## src/rtl/lin_frame_transmitter_assert.svh

```systemverilog
// assertion macros for the lin frame transmitter
`ifndef LIN_FRAME_TRANSMITTER_ASSERT_SVH
`define LIN_FRAME_TRANSMITTER_ASSERT_SVH

// same-cycle implication, checked outside reset
`define LIN_TX_ASSERT_NOW(label, ante, cons) \
  label: assert property (@(posedge clk_i) disable iff (!rst_ni) (ante) |-> (cons)) \
    else $error("lin tx: same-cycle check failed");

// next-cycle implication, checked outside reset
`define LIN_TX_ASSERT_NEXT(label, ante, cons) \
  label: assert property (@(posedge clk_i) disable iff (!rst_ni) (ante) |=> (cons)) \
    else $error("lin tx: next-cycle check failed");

`endif

```

## src/rtl/lin_tx_pkg.sv

```systemverilog
// shared types, constants and functions of the lin frame transmitter
package lin_tx_pkg;

  localparam int unsigned ModeW = 2;
  localparam int unsigned IdW   = 6;
  localparam int unsigned ByteW = 8;

  localparam logic [ByteW-1:0] SyncByte  = 8'h55;
  localparam logic [ByteW-1:0] BreakByte = 8'h00;

  typedef enum logic [ModeW-1:0] {
    MODE_HEADER = 2'd0,
    MODE_RESP   = 2'd1,
    MODE_DATA   = 2'd2,
    MODE_END    = 2'd3
  } mode_e;

  // checksum update request from the frame sequencer
  typedef struct packed {
    logic  en;
    mode_e mode;
  } cksum_ctrl_t;

  // protected identifier: id bits, p0 in bit 6, p1 in bit 7
  function automatic logic [ByteW-1:0] protected_id(input logic [IdW-1:0] id);
    logic p0;
    logic p1;
    p0 = id[0] ^ id[1] ^ id[2] ^ id[4];
    p1 = ~(id[1] ^ id[3] ^ id[4] ^ id[5]);
    return {p1, p0, id};
  endfunction

  // eight-bit add with end-around carry
  function automatic logic [ByteW-1:0] add_carry(input logic [ByteW-1:0] s,
                                                 input logic [ByteW-1:0] d);
    logic [ByteW:0] t;
    t = {1'b0, s} + {1'b0, d};
    return t[ByteW-1:0] + {{(ByteW-1){1'b0}}, t[ByteW]};
  endfunction

endpackage

```

## src/rtl/lin_frame_transmitter.sv

```systemverilog
// lin frame transmitter: header, checksum and frame byte sequencing
// an item is held in the input register, its result then in the result register
// throughput: one item per cycle for response start items, and for data and end
// items while the result slot is free; a header item holds the input register while
// its three bytes are emitted, as the single result register takes one byte a cycle
// reset: asynchronous active low, clears valid flags, beat count and checksum
module lin_frame_transmitter (
  input  logic        clk_i,
  input  logic        rst_ni,
  // input items
  input  logic        s_axis_tvalid,
  output logic        s_axis_tready,
  input  logic [15:0] s_axis_tdata,   // [5:0] frame_id, [13:6] data_byte, [15:14] zero
  input  logic [1:0]  s_axis_tuser,   // [1:0] mode
  // result items
  output logic        m_axis_tvalid,
  input  logic        m_axis_tready,
  output logic [7:0]  m_axis_tdata,   // [7:0] out_byte
  output logic        m_axis_tuser,   // [0] is_break
  output logic        m_axis_tlast    // last
);
  import lin_tx_pkg::*;

  // input register
  logic             in_valid_d, in_valid_q;
  mode_e            in_mode_d, in_mode_q;
  logic [IdW-1:0]   in_id_d, in_id_q;
  logic [ByteW-1:0] in_data_d, in_data_q;

  // beat within a header: 0 break, 1 sync, 2 protected identifier
  logic [1:0]       beat_d, beat_q;

  // result register
  logic             out_valid_d, out_valid_q;
  logic [ByteW-1:0] out_byte_d, out_byte_q;
  logic             out_brk_d, out_brk_q;
  logic             out_last_d, out_last_q;

  logic             out_free;
  logic             step;
  logic             done;
  logic             in_take;
  logic [ByteW-1:0] sum;
  cksum_ctrl_t      cksum_ctrl;

  // the result slot is free when empty or being drained this cycle
  assign out_free = !out_valid_q || m_axis_tready;

  // a response start makes no result, so it never waits for the slot
  assign step = in_valid_q && ((in_mode_q == MODE_RESP) || out_free);
  assign done = step && ((in_mode_q != MODE_HEADER) || (beat_q == 2'd2));

  assign s_axis_tready = !in_valid_q || done;
  assign in_take       = s_axis_tvalid && s_axis_tready;

  // input register next state
  always_comb begin
    in_valid_d = in_valid_q;
    in_mode_d  = in_mode_q;
    in_id_d    = in_id_q;
    in_data_d  = in_data_q;
    if (done) begin
      in_valid_d = 1'b0;
    end
    if (in_take) begin
      in_valid_d = 1'b1;
      in_mode_d  = mode_e'(s_axis_tuser);
      in_id_d    = s_axis_tdata[IdW-1:0];
      in_data_d  = s_axis_tdata[IdW +: ByteW];
    end
  end

  // header beat counter
  always_comb begin
    beat_d = beat_q;
    if (step && (in_mode_q == MODE_HEADER)) begin
      beat_d = done ? 2'd0 : beat_q + 2'd1;
    end
  end

  // result register next state
  always_comb begin
    out_valid_d = out_valid_q && !m_axis_tready;
    out_byte_d  = out_byte_q;
    out_brk_d   = out_brk_q;
    out_last_d  = out_last_q;
    if (step && (in_mode_q != MODE_RESP)) begin
      out_valid_d = 1'b1;
      out_brk_d   = 1'b0;
      out_last_d  = 1'b1;
      unique case (in_mode_q)
        MODE_HEADER: begin
          unique case (beat_q)
            2'd0: begin
              out_byte_d = BreakByte;
              out_brk_d  = 1'b1;
              out_last_d = 1'b0;
            end
            2'd1: begin
              out_byte_d = SyncByte;
              out_last_d = 1'b0;
            end
            default: out_byte_d = protected_id(in_id_q);
          endcase
        end
        MODE_DATA: out_byte_d = in_data_q;
        MODE_END:  out_byte_d = ~sum;
        default:   out_byte_d = in_data_q;
      endcase
    end
  end

  // checksum moves when an item leaves the input register, so an end item
  // always sees the sum as updated by every item ahead of it
  assign cksum_ctrl.en   = done;
  assign cksum_ctrl.mode = in_mode_q;

  lin_tx_cksum u_cksum (
    .clk_i       (clk_i),
    .rst_ni      (rst_ni),
    .ctrl_i      (cksum_ctrl),
    .frame_id_i  (in_id_q),
    .data_byte_i (in_data_q),
    .sum_o       (sum)
  );

  // control state
  always_ff @(posedge clk_i or negedge rst_ni) begin
    if (!rst_ni) begin
      in_valid_q  <= 1'b0;
      beat_q      <= 2'd0;
      out_valid_q <= 1'b0;
    end else begin
      in_valid_q  <= in_valid_d;
      beat_q      <= beat_d;
      out_valid_q <= out_valid_d;
    end
  end

  // payload
  always_ff @(posedge clk_i) begin
    in_mode_q  <= in_mode_d;
    in_id_q    <= in_id_d;
    in_data_q  <= in_data_d;
    out_byte_q <= out_byte_d;
    out_brk_q  <= out_brk_d;
    out_last_q <= out_last_d;
  end

  assign m_axis_tvalid = out_valid_q;
  assign m_axis_tdata  = out_byte_q;
  assign m_axis_tuser  = out_brk_q;
  assign m_axis_tlast  = out_last_q;

  `include "lin_frame_transmitter_assert.svh"

  // header beat never runs past the identifier byte
  `LIN_TX_ASSERT_NOW(a_beat_range, 1'b1, beat_q != 2'd3)
  // a beat in flight belongs to a held header item
  `LIN_TX_ASSERT_NOW(a_beat_header, beat_q != 2'd0, in_valid_q && (in_mode_q == MODE_HEADER))
  // a break is never the end of a header
  `LIN_TX_ASSERT_NOW(a_break_not_last, out_valid_q && out_brk_q, !out_last_q)
  // the sync byte follows a delivered break at once
  `LIN_TX_ASSERT_NEXT(a_sync_after_break, out_valid_q && out_brk_q && m_axis_tready,
                      out_valid_q && !out_brk_q && (out_byte_q == SyncByte))

endmodule

```

## src/rtl/lin_tx_cksum.sv

```systemverilog
// checksum accumulator of the lin frame transmitter
module lin_tx_cksum (
  input  logic                     clk_i,
  input  logic                     rst_ni,
  input  lin_tx_pkg::cksum_ctrl_t  ctrl_i,
  input  logic [5:0]               frame_id_i,
  input  logic [7:0]               data_byte_i,
  output logic [7:0]               sum_o
);
  import lin_tx_pkg::*;

  logic [ByteW-1:0] sum_d, sum_q;

  always_comb begin
    sum_d = sum_q;
    if (ctrl_i.en) begin
      unique case (ctrl_i.mode)
        MODE_HEADER: sum_d = '0;
        MODE_RESP:   sum_d = protected_id(frame_id_i);
        MODE_DATA:   sum_d = add_carry(sum_q, data_byte_i);
        MODE_END:    sum_d = sum_q;
        default:     sum_d = sum_q;
      endcase
    end
  end

  always_ff @(posedge clk_i or negedge rst_ni) begin
    if (!rst_ni) begin
      sum_q <= '0;
    end else begin
      sum_q <= sum_d;
    end
  end

  assign sum_o = sum_q;

endmodule
```

## config.mk

```make
export PLATFORM = sky130hd
export DESIGN_NAME = lin_frame_transmitter
export DESIGN_NICKNAME = d
export VERILOG_FILES = /design/src/rtl/lin_tx_pkg.sv /design/src/rtl/lin_frame_transmitter.sv /design/src/rtl/lin_tx_cksum.sv
export VERILOG_INCLUDE_DIRS = /design/src /design/src/rtl
export SDC_FILE = /design/constraint.sdc
export NUM_CORES = 1
export LEC_CHECK = 0
export ABC_AREA = 0
export BUFFER_PORTS_ARGS = -buffer_cell sky130_fd_sc_hd__buf_4
export CAP_MARGIN = 0
export CORE_MARGIN = 1.5
export CORE_UTILIZATION = 40
export CTS_BUF_LIST = sky130_fd_sc_hd__clkbuf_8
export DETAILED_ROUTE_END_ITERATION = 8
export PLACE_DENSITY = 0.64
export REMOVE_ABC_BUFFERS = 1
export SETUP_SLACK_MARGIN = 0.2
export SLEW_MARGIN = 40
export SYNTH_ARGS = -nofsm -noshare
export SYNTH_HDL_FRONTEND = slang
export SYNTH_HIERARCHICAL = 1
export SYNTH_SLANG_ARGS = --single-unit
```

## constraint.sdc

```tcl
create_clock -name clk_i -period 2.67 [get_ports clk_i]
set_input_delay 0.534 -clock clk_i [delete_from_list [all_inputs] [get_ports clk_i]]
set_output_delay 0.534 -clock clk_i [all_outputs]
set_load 0.01 [all_outputs]
```

==> out/qor.yml, run 1 <==
logic_synthesis:
  ys_async_sr_fraction_pct: 31.6
  synth-edff-count: 26
  yosysWarnings: 6
  ys_seq_area_share_pct: 48.0
  ys_ff_latch: 38
  synth.distinct_cells: 46
  syn-mean-instance-area_um2: 10.9
  yosys.area.top_type_share_pct: 34.7
  synth-simple-area-share_pct: 11.4
  synth_area_um2: 2250
  synthAdderAreaFrac_pct: 11.4
  synth_compound_gate_area_share_pct: 15.0
  synth_top_family_by_area: "compound AO/OA/AOI/OAI gates"
  synth_top_area_cell: "edfxtp_1"
  yosys.area_share.xor_xnor_pct: 8.33
  synth-main-ff-cell: "edfxtp_1"
  muxShareOfSynthArea_pct: 0.944
  synthesis.instances: 206
  ys_top_cells_by_area: "edfxtp_1 (35%), dfrtp_1 (13%), ha_1 (11%)"
final_layout:
  layout_commonest_cell: "buf_4"
  layout.cells.most_common_list: "buf_4 (49), edfxtp_1 (26), inv_1 (22)"
  drive_gt1_share_pct: 29.7
  layout.filler_cells: 508
  num_antenna_cells: 0
  final_area_um2: 2850
  syn2layout_area_growth_pct: 26.6
  register_area_um2: 1080
  finalNetCount: 300
  multi_input_area_um2: 1130
flow_run:
  timing.max_cap.violations: 0
grt:
  grt_first_pass_wirelength_um: 8060
  initial_antenna_violation_count: 0
  track_usage_pct: 17.4
  grt_overflow: 0
  pin_count_of_the_biggest_net_entering_global_routing: 19
  via_count_of_the_first_global_routing_pass: 1711
power_and_ir_drop:
  leakagePower_nw: 1.23
  vdd_ir_drop_max_uv: 330
  total_power_divided_by_cell_area_nw_per_um2: 810
  total_power_consumption_mw: 2.31
clocking:
  cts_buffers: 5
  cts.clk_slew.worst_paths_ns: 0.08
  cts-root-to-sink-buffers: 2
  cts-htree-levels: 2
  clock_tree.root_cell: "clkbuf_8"
  cts_sinks: 38
  tritoncts_clock_tree: "yes"
  clk_latency_ns: 0.29
worst_setup_path:
  timing.reg2reg.setup_slack_ns: -0.17
  worst_ep_required_time_ns: 2.85
  crit_arrival_ns: 3.02
  critPathLaunchType: "register"
  critical_path_class: "register to register"
  critical_path.endpoint_type: "register"
  path_max_fanout: 3
sta:
  hold_viol: 0
  setup_viol_count_final: 6
  timing.max_slew.rel_slack_pct: 57.1
  grt_setup_unrepaired: "true"
  max_freq_mhz: 352
  worst_slack_ns: -0.170
  totalNegativeSetupSlack_ns: -0.629
  slew_violations: 0
  post-route-min-period_ns: 2.84
  worst_slew_pin_slew_ns: 0.642
  final.period_utilization_pct: 106
  holdWs_ns: 0.0795
  final_clock_skew_ns: 0.00569
placement:
  place_hpwl_um: 3620
  detailed_place.area_um2: 2670
  buffer_ports.inserted: 31
  place.gp.congestion: 0.907
drt:
  drtAntennaViolNets: 0
  remaining_drc_errors: 0
  post_drt_wl_per_cell_um: 14.7
  drt-vias-per-instance: 5.05
  drtIter0Drc: 75
  drt_wl_total_um: 4870
  drt_pre_antenna_iters: 4
  via_count: 1671
floorplanning:
  effective_utilization_at_floorplan_pct: 41.2
  die-width_um: 78.0
  die-area_um2: 6090
  rows: 27
  die-height_um: 78.0
  placeableCoreArea_um2: 5470
  top_level_ports: 34
min_path:
  path_class_of_the_lowest_slack_min_delay_path: "input pin to asynchronous set/reset pin"
run_status:
  outcome: "finished with violations"
  violations: "negative setup slack"
-- metal layers --
layer / global-route usage, % / vias up / routed length, µm
met4: 5.54 / 0 / 88
met3: 3.26 / 6 / 200
met5: 0 / - / 0
met2: 30.4 / 44 / 2490
met1: 21.6 / 783 / 2090
li1: - / 838 / -
-- state kept, by name, summed over array words and instances (netlist names) --
name,count
m_axis_tlast,1
in_valid_q,1
beat_q,2
u_cksum/sum_o,8
in_data_q,8
m_axis_tuser,1
m_axis_tvalid,1
m_axis_tdata,8
in_id_q,6
in_mode_q,2
-- path summary, 6_finish.rpt --
check	startpoint	endpoint	cells after the start
max in group asynchronous	rst_ni	u_cksum/sum_o[0]	1
worst max-delay path	in_data_q[0]	u_cksum/sum_o[4]	14
worst min-delay path	rst_ni	in_valid_q	1
worst min register to register	u_cksum/sum_o[7]	u_cksum/sum_o[7]	2
min in group clk_i	s_axis_tdata[4]	in_id_q[4]	1
worst max register to register	in_data_q[0]	u_cksum/sum_o[4]	14
-- logic make-up (layout without fill, tap and decap cells) --
group,Yosys count,count (layout)
simple gates,52,52
compound gates,48,48
flops,38,38
buf+inv,27,80
fa+ha+maj,20,20
xor+xnor,19,19
mux,2,2
-- final cells by class --
cell class / count / share of cell area (%)
clock buffers: 6 / 2.90
clock inverters: 2 / 0.439
inverters: 23 / 3.03
multi-input cells: 141 / 39.6
flip-flops and latches: 38 / 37.9
well taps: 72 / 3.16
repair buffers: 49 / 12.9
-- Yosys cell counts, drive strengths merged (2+ instances only) --
cell / n
o21a: 2
and2: 3
o21ai: 15
a211oi: 2
or4: 2
nor3b: 2
nand2: 15
a22oi: 6
nand2b: 5
ha: 19
clkbuf: 3
xor2: 8
edfxtp: 26
nand4: 2
xnor2: 10
a221oi: 7
dfrtp: 12
inv: 23
a21oi: 8
o221ai: 2
nor3: 2
nor2: 16
-- stage by stage --
step / instances / setup slack, ns / util, %
2_1_floorplan: 202 / -0.218 / -
3_3_place_gp: 320 / -0.358 / 48.7
3_5_place_dp: 320 / -0.431 / 48.7
4_1_cts: 330 / -0.211 / 51.7
5_1_grt: 331 / -0.350 / 52.1
6_report: 331 / -0.170 / 52.1
-- power by group --
part / internal [mW] / switching [mW] / total, mW / leakage, nW
clock: 0.208 / 0.204 / 0.411 / 0.0472
sequential: 0.765 / 0.0875 / 0.852 / 0.403
combinational: 0.507 / 0.537 / 1.04 / 0.778
-- repair_timing --
| item | in CTS | in global routing |
|---|---|---|
| hold endpoints to repair | 0 | 0 |
| buffers inserted | 2 | 1 |
| hold buffers | 0 | 0 |
| endpoints found under the setup margin | 8 | 8 |
| pin swaps | 14 | 8 |
| resized for setup | 17 | 2 |
-- worst max-delay path, stage by stage (launching register included) --
cell and delay, ns:
edfxtp_1 0.43, ha_4 0.20, fa_2 0.35, a211oi_2 0.19
buf_4 0.14, o21a_1 0.12, o21ai_1 0.07, a21o_1 0.23
ha_4 0.19, ha_4 0.16, and2_4 0.13, nor3b_1 0.13
xor2_1 0.15, a22oi_1 0.16, o21ai_1 0.08
(Power assumes the default switching activity.)
==> inputs of run 2 (changes only) <==
--- a/config.mk
+++ b/config.mk
@@ -11,7 +11,7 @@
 export CAP_MARGIN = 0
 export CORE_MARGIN = 1.5
 export CORE_UTILIZATION = 40
-export CTS_BUF_LIST = sky130_fd_sc_hd__clkbuf_8
+export CTS_BUF_LIST = sky130_fd_sc_hd__clkbuf_16
 export DETAILED_ROUTE_END_ITERATION = 8
 export PLACE_DENSITY = 0.64
 export REMOVE_ABC_BUFFERS = 1
==> run 2 against run 1 <==
  * Clock-buffer cell count down 1
  * Sequential power about the same
  * Register-to-register slack is essentially flat
  * Setup slack worse by 0.010 ns
  * Worst hold slack better by 0.014 ns
  * Core utilization up 0.98 points
  * The flow still finishes with violations (negative setup slack)
  * Non-clock buffer count is 1 higher
  * Highest routed layer unchanged
  * First-iteration DRC count increased by 9.3%
  * Critical path type unchanged
  * Power is 7.0% higher
  * Critical endpoint unchanged
  * Clock skew decreased by 0.0024 ns
  * Clock power rose by 38%
  * Critical path depth unchanged
==> out/qor.yml, run 2 (synthesis results as in run 1) <==
sta:
  timing.max_slew.rel_slack_pct: 56.8
  final_clock_skew_ns: 0.00333
  grt_setup_unrepaired: "true"
  post-route-min-period_ns: 2.85
  slew_violations: 0
  final.period_utilization_pct: 107
  totalNegativeSetupSlack_ns: -0.673
  worst_slack_ns: -0.180
  hold_viol: 0
  worst_slew_pin_slew_ns: 0.647
  setup_viol_count_final: 6
  max_freq_mhz: 351
clocking:
  clk_latency_ns: 0.28
  clock_tree.root_cell: "clkbuf_16"
  cts-htree-levels: 2
  cts_buffers: 5
  cts_sinks: 38
  cts-root-to-sink-buffers: 2
  cts.clk_slew.worst_paths_ns: 0.06
  tritoncts_clock_tree: "yes"
  holdBufCountCts: 0
worst_setup_path:
  critPathLaunchType: "register"
  critical_path.endpoint_type: "register"
  path_max_fanout: 3
  crit_arrival_ns: 3.01
  critical_path_class: "register to register"
  worst_ep_required_time_ns: 2.83
drt:
  drt-vias-per-instance: 5.06
  remaining_drc_errors: 0
  drt_pre_antenna_iters: 4
  via_count: 1679
  drtAntennaViolNets: 0
  drtIter0Drc: 82
  drt_wl_total_um: 4950
  post_drt_wl_per_cell_um: 14.9
grt:
  initial_antenna_violation_count: 0
  grt_overflow: 0
  grt_first_pass_wirelength_um: 8070
  pin_count_of_the_biggest_net_entering_global_routing: 19
  via_count_of_the_first_global_routing_pass: 1708
  track_usage_pct: 17.4
final_layout:
  finalNetCount: 301
  drive_gt1_share_pct: 29.6
  layout.cells.most_common_list: "buf_4 (50), edfxtp_1 (26), inv_1 (22)"
  syn2layout_area_growth_pct: 28.9
  num_antenna_cells: 0
  layout_commonest_cell: "buf_4"
  fin_cells: 332
  final_area_um2: 2900
placement:
  place.gp.congestion: 0.907
  buffer_ports.inserted: 31
  place_hpwl_um: 3620
  detailed_place.area_um2: 2670
  numPlacedInstances: 320
  post_place_setup_slack_ns: -0.431
floorplanning:
  rows: 27
  placeableCoreArea_um2: 5470
  die-height_um: 78.0
  top_level_ports: 34
  die-area_um2: 6090
  effective_utilization_at_floorplan_pct: 41.2
  die-width_um: 78.0
power_and_ir_drop:
  netSwitchingFraction_pct: 34.5
  total_power_divided_by_cell_area_nw_per_um2: 850
  power.combinational.fraction_pct: 42.4
  clock_power_share_pct: 23.0
  vdd_ir_drop_max_uv: 426
  seq_power_share_pct: 34.6
  p_sw_mw: 0.851
  cellInternalPower_mw: 1.62
  leakagePower_nw: 1.25
run_status:
  outcome: "finished with violations"
  violations: "negative setup slack"
min_path:
  path_class_of_the_lowest_slack_min_delay_path: "input pin to asynchronous set/reset pin"
flow_run:
  timing.max_cap.violations: 0
-- run 2: cell types whose count changed in the layout (fill, tap and decap cells not counted), sizes merged --
cell | previous run | this run
buf | 49 | 50
clkbuf | 6 | 5
clkinv | 1 | 2
-- run 2: metal layers --
metal,GRT usage (%),part of all wire (%),up-vias
li1,-,-,843
met1,22.1,44,795
met2,30.2,52,39
met3,3.26,3.8,2
met4,5.36,0.53,0
met5,0,0,-
-- run 2: cell type report --
type | count | area (µm²)
inverter | 23 | 86.3
timing repair buffer | 50 | 375
clock buffer | 5 | 125
sequential | 38 | 1080
clock inverter | 3 | 16.3
multi-input combinational | 141 | 1130
tap | 72 | 90.1
fill | 500 | 2570
-- run 2: what timing repair did --
action                     CTS  global route
hold endpoints to repair     0             0
pin swaps                   14             8
setup endpoints to repair    8             8
resized for setup           17             2
buffers inserted             2             2
-- run 2: worst paths after layout --
kind | from | slack [ns] | cells after the start | end
worst max-delay path | in_data_q[0] | -0.18 | 14 | u_cksum/sum_o[4]
worst min-delay path | rst_ni | 0.09 | 1 | u_cksum/sum_o[2]
worst max register to register | in_data_q[0] | -0.18 | 14 | u_cksum/sum_o[4]
worst min register to register | u_cksum/sum_o[7] | 0.54 | 2 | u_cksum/sum_o[7]
max in group asynchronous | rst_ni | 2.41 | 1 | u_cksum/sum_o[5]
min in group clk_i | s_axis_tdata[4] | 0.43 | 1 | in_id_q[4]
-- run 2: power by group through the flow --
stage	sequential, mW	clock (mW)	combinational [mW]
final	0.855	0.567	1.05
after detailed placement	0.863	0	0.951
after floorplan	0.862	0	0.613
after CTS	0.853	0.581	1.02
after global routing	0.869	0.600	1.16
after global placement	0.859	0	0.940
-- run 2: stage by stage --
stage	hold slack [ns]	util, %	power (mW)
detailed placement	0.390	48.7	1.81
CTS	0.0931	52.6	2.46
global placement	0.391	48.7	1.80
floorplan	0.238	-	1.48
finish	0.0939	53.1	2.47
global route	0.0978	53.1	2.63
-- run 2: critical path, stage by stage, from the launching register on --
cell and delay (ns):
edfxtp_1 0.43, ha_4 0.20, fa_2 0.35, a211oi_2 0.19, buf_4 0.14, o21a_1 0.12
o21ai_1 0.07, a21o_1 0.23, ha_4 0.19, ha_4 0.16, and2_4 0.13, nor3b_1 0.13
xor2_1 0.15, a22oi_1 0.16, o21ai_1 0.08
==> inputs of run 3 (changes only) <==
--- a/config.mk
+++ b/config.mk
@@ -16,6 +16,7 @@
 export PLACE_DENSITY = 0.64
 export REMOVE_ABC_BUFFERS = 1
 export SETUP_SLACK_MARGIN = 0.2
+export SKIP_CTS_REPAIR_TIMING = 1
 export SLEW_MARGIN = 40
 export SYNTH_ARGS = -nofsm -noshare
 export SYNTH_HDL_FRONTEND = slang
==> run 3 against run 2 <==
  * The flow still finishes with violations (negative setup slack)
  * Global-route usage decreased by 0.29 points
  * Clock skew fell by 0.00070 ns
  * Sequential cell count is the same
  * Sequential share of layout area rose by 0.097 points
  * Core utilization fell by 0.14 points
  * Maximum frequency fell by 1.4%
  * Worst hold slack gained 0.00060 ns
  * Power shrank 0.16%
  * Register-to-register slack got worse by 0.04 ns
  * Die area is the same
  * Non-clock buffer count is 1 lower
  * Sequential power about the same
  * Critical path type unchanged
  * Critical endpoint unchanged
==> out/qor.yml, run 3 (synthesis results as in run 1) <==
run_status:
  outcome: "finished with violations"
  violations: "negative setup slack"
final_layout:
  finalNetCount: 300
  num_antenna_cells: 0
  syn2layout_area_growth_pct: 28.6
  drive_gt1_share_pct: 29.3
  layout_commonest_cell: "buf_4"
  layout.cells.most_common_list: "buf_4 (49), edfxtp_1 (26), inv_1 (22)"
  fin_cells: 331
clocking:
  cts-htree-levels: 2
  cts.clk_slew.worst_paths_ns: 0.06
  clk_latency_ns: 0.28
  cts_buffers: 5
  tritoncts_clock_tree: "yes"
  cts-root-to-sink-buffers: 2
  cts_sinks: 38
  clock_tree.root_cell: "clkbuf_16"
floorplanning:
  die-width_um: 78.0
  die-height_um: 78.0
  die-area_um2: 6090
  top_level_ports: 34
  effective_utilization_at_floorplan_pct: 41.2
  rows: 27
  placeableCoreArea_um2: 5470
grt:
  initial_antenna_violation_count: 0
  track_usage_pct: 17.1
  pin_count_of_the_biggest_net_entering_global_routing: 19
  grt_overflow: 0
  grt_first_pass_wirelength_um: 7950
  via_count_of_the_first_global_routing_pass: 1692
sta:
  timing.max_slew.rel_slack_pct: 57.4
  max_freq_mhz: 346
  final_clock_skew_ns: 0.00263
  holdWs_ns: 0.0945
  totalNegativeSetupSlack_ns: -0.772
  worst_slew_pin_slew_ns: 0.638
  hold_viol: 0
  final.period_utilization_pct: 108
  setup_viol_count_final: 6
  slew_violations: 0
  worst_slack_ns: -0.221
  grt_setup_unrepaired: "true"
  post-route-min-period_ns: 2.89
power_and_ir_drop:
  power.combinational.fraction_pct: 42.3
  clock_power_share_pct: 23.0
  total_power_divided_by_cell_area_nw_per_um2: 851
  vdd_ir_drop_max_uv: 431
  netSwitchingFraction_pct: 34.6
  cellInternalPower_mw: 1.61
  seq_power_share_pct: 34.7
  p_sw_mw: 0.852
  leakagePower_nw: 1.25
drt:
  detailroute.wirelength.met3_um: 203
  post_drt_wl_per_cell_um: 14.8
  route.top_layer_used: "met4"
  drtIter0Drc: 118
  drt_wl_total_um: 4910
  via_count: 1689
  m1WireLength_um: 2110
  routed-wl-met2_um: 2580
  drtAntennaViolNets: 0
  drt_pre_antenna_iters: 4
  drt-vias-per-instance: 5.10
  remaining_drc_errors: 0
worst_setup_path:
  critical_path_class: "register to register"
  path_common_cell: "ha_4"
  slowest_stage: "edfxtp_1"
  worst_ep_required_time_ns: 2.83
  cpLargestDelayFamily: "adder cells"
  crit_path_cell_trace: "ha_4 > fa_2 > a211oi_2 > buf_4 > o21a_1 > o21ai_1 > a21o_1 > ha_4 > ha_4 > and2_4 > nor3b_1 > xor2_1 > a22oi_1 > o21ai_1"
  cp.buffers_inverters: 1
  critical_path.endpoint_type: "register"
  path_max_fanout: 3
  critPathLaunchType: "register"
  crit_arrival_ns: 3.05
  slowest_delay_ns: 0.43
placement:
  buffer_ports.inserted: 31
  post_place_setup_slack_ns: -0.431
  numPlacedInstances: 320
  place_hpwl_um: 3620
  place.gp.congestion: 0.907
min_path:
  path_class_of_the_lowest_slack_min_delay_path: "input pin to asynchronous set/reset pin"
flow_run:
  timing.max_cap.violations: 0
-- run 3: per-stage QoR --
stage	util [%]	area, µm²	power (mW)
5_1_grt	52.9	2900	2.62
2_1_floorplan	-	2230	1.48
3_3_place_gp	48.7	2670	1.80
4_1_cts	51.3	2810	2.39
6_report	52.9	2900	2.47
3_5_place_dp	48.7	2670	1.81
-- run 3: routing by layer --
layer | global-route usage [%] | vias up
met5 | 0 | -
li1 | - | 841
met1 | 22.2 | 804
met4 | 5.36 | 0
met3 | 3.26 | 2
met2 | 29.0 | 42
-- run 3: power by group through the flow --
stage	Clock, mW	Combinational [mW]	Sequential [mW]
3_5_place_dp	0	0.951	0.863
5_1_grt	0.600	1.16	0.869
3_3_place_gp	0	0.940	0.859
2_1_floorplan	0	0.613	0.862
6_report	0.568	1.04	0.854
4_1_cts	0.581	0.957	0.853
-- run 3: cell type report --
type / instances / area [µm²]
clock buffers: 5 / 125
clock inverters: 3 / 16.3
fillers: 505 / 2580
repair buffers: 49 / 368
inverters: 23 / 86.3
flip-flops and latches: 38 / 1080
multi-input cells: 141 / 1130
well taps: 72 / 90.1
-- run 3: worst paths after layout --
kind / startpoint / end / slack (ns) / depth (start not counted)
min in group clk_i: s_axis_tdata[4] / in_id_q[4] / 0.43 / 1
max reg2reg: in_data_q[0] / u_cksum/sum_o[4] / -0.22 / 14
max in group asynchronous: rst_ni / u_cksum/sum_o[5] / 2.41 / 1
max: in_data_q[0] / u_cksum/sum_o[4] / -0.22 / 14
min reg2reg: u_cksum/sum_o[7] / u_cksum/sum_o[7] / 0.54 / 2
min: rst_ni / u_cksum/sum_o[2] / 0.09 / 1
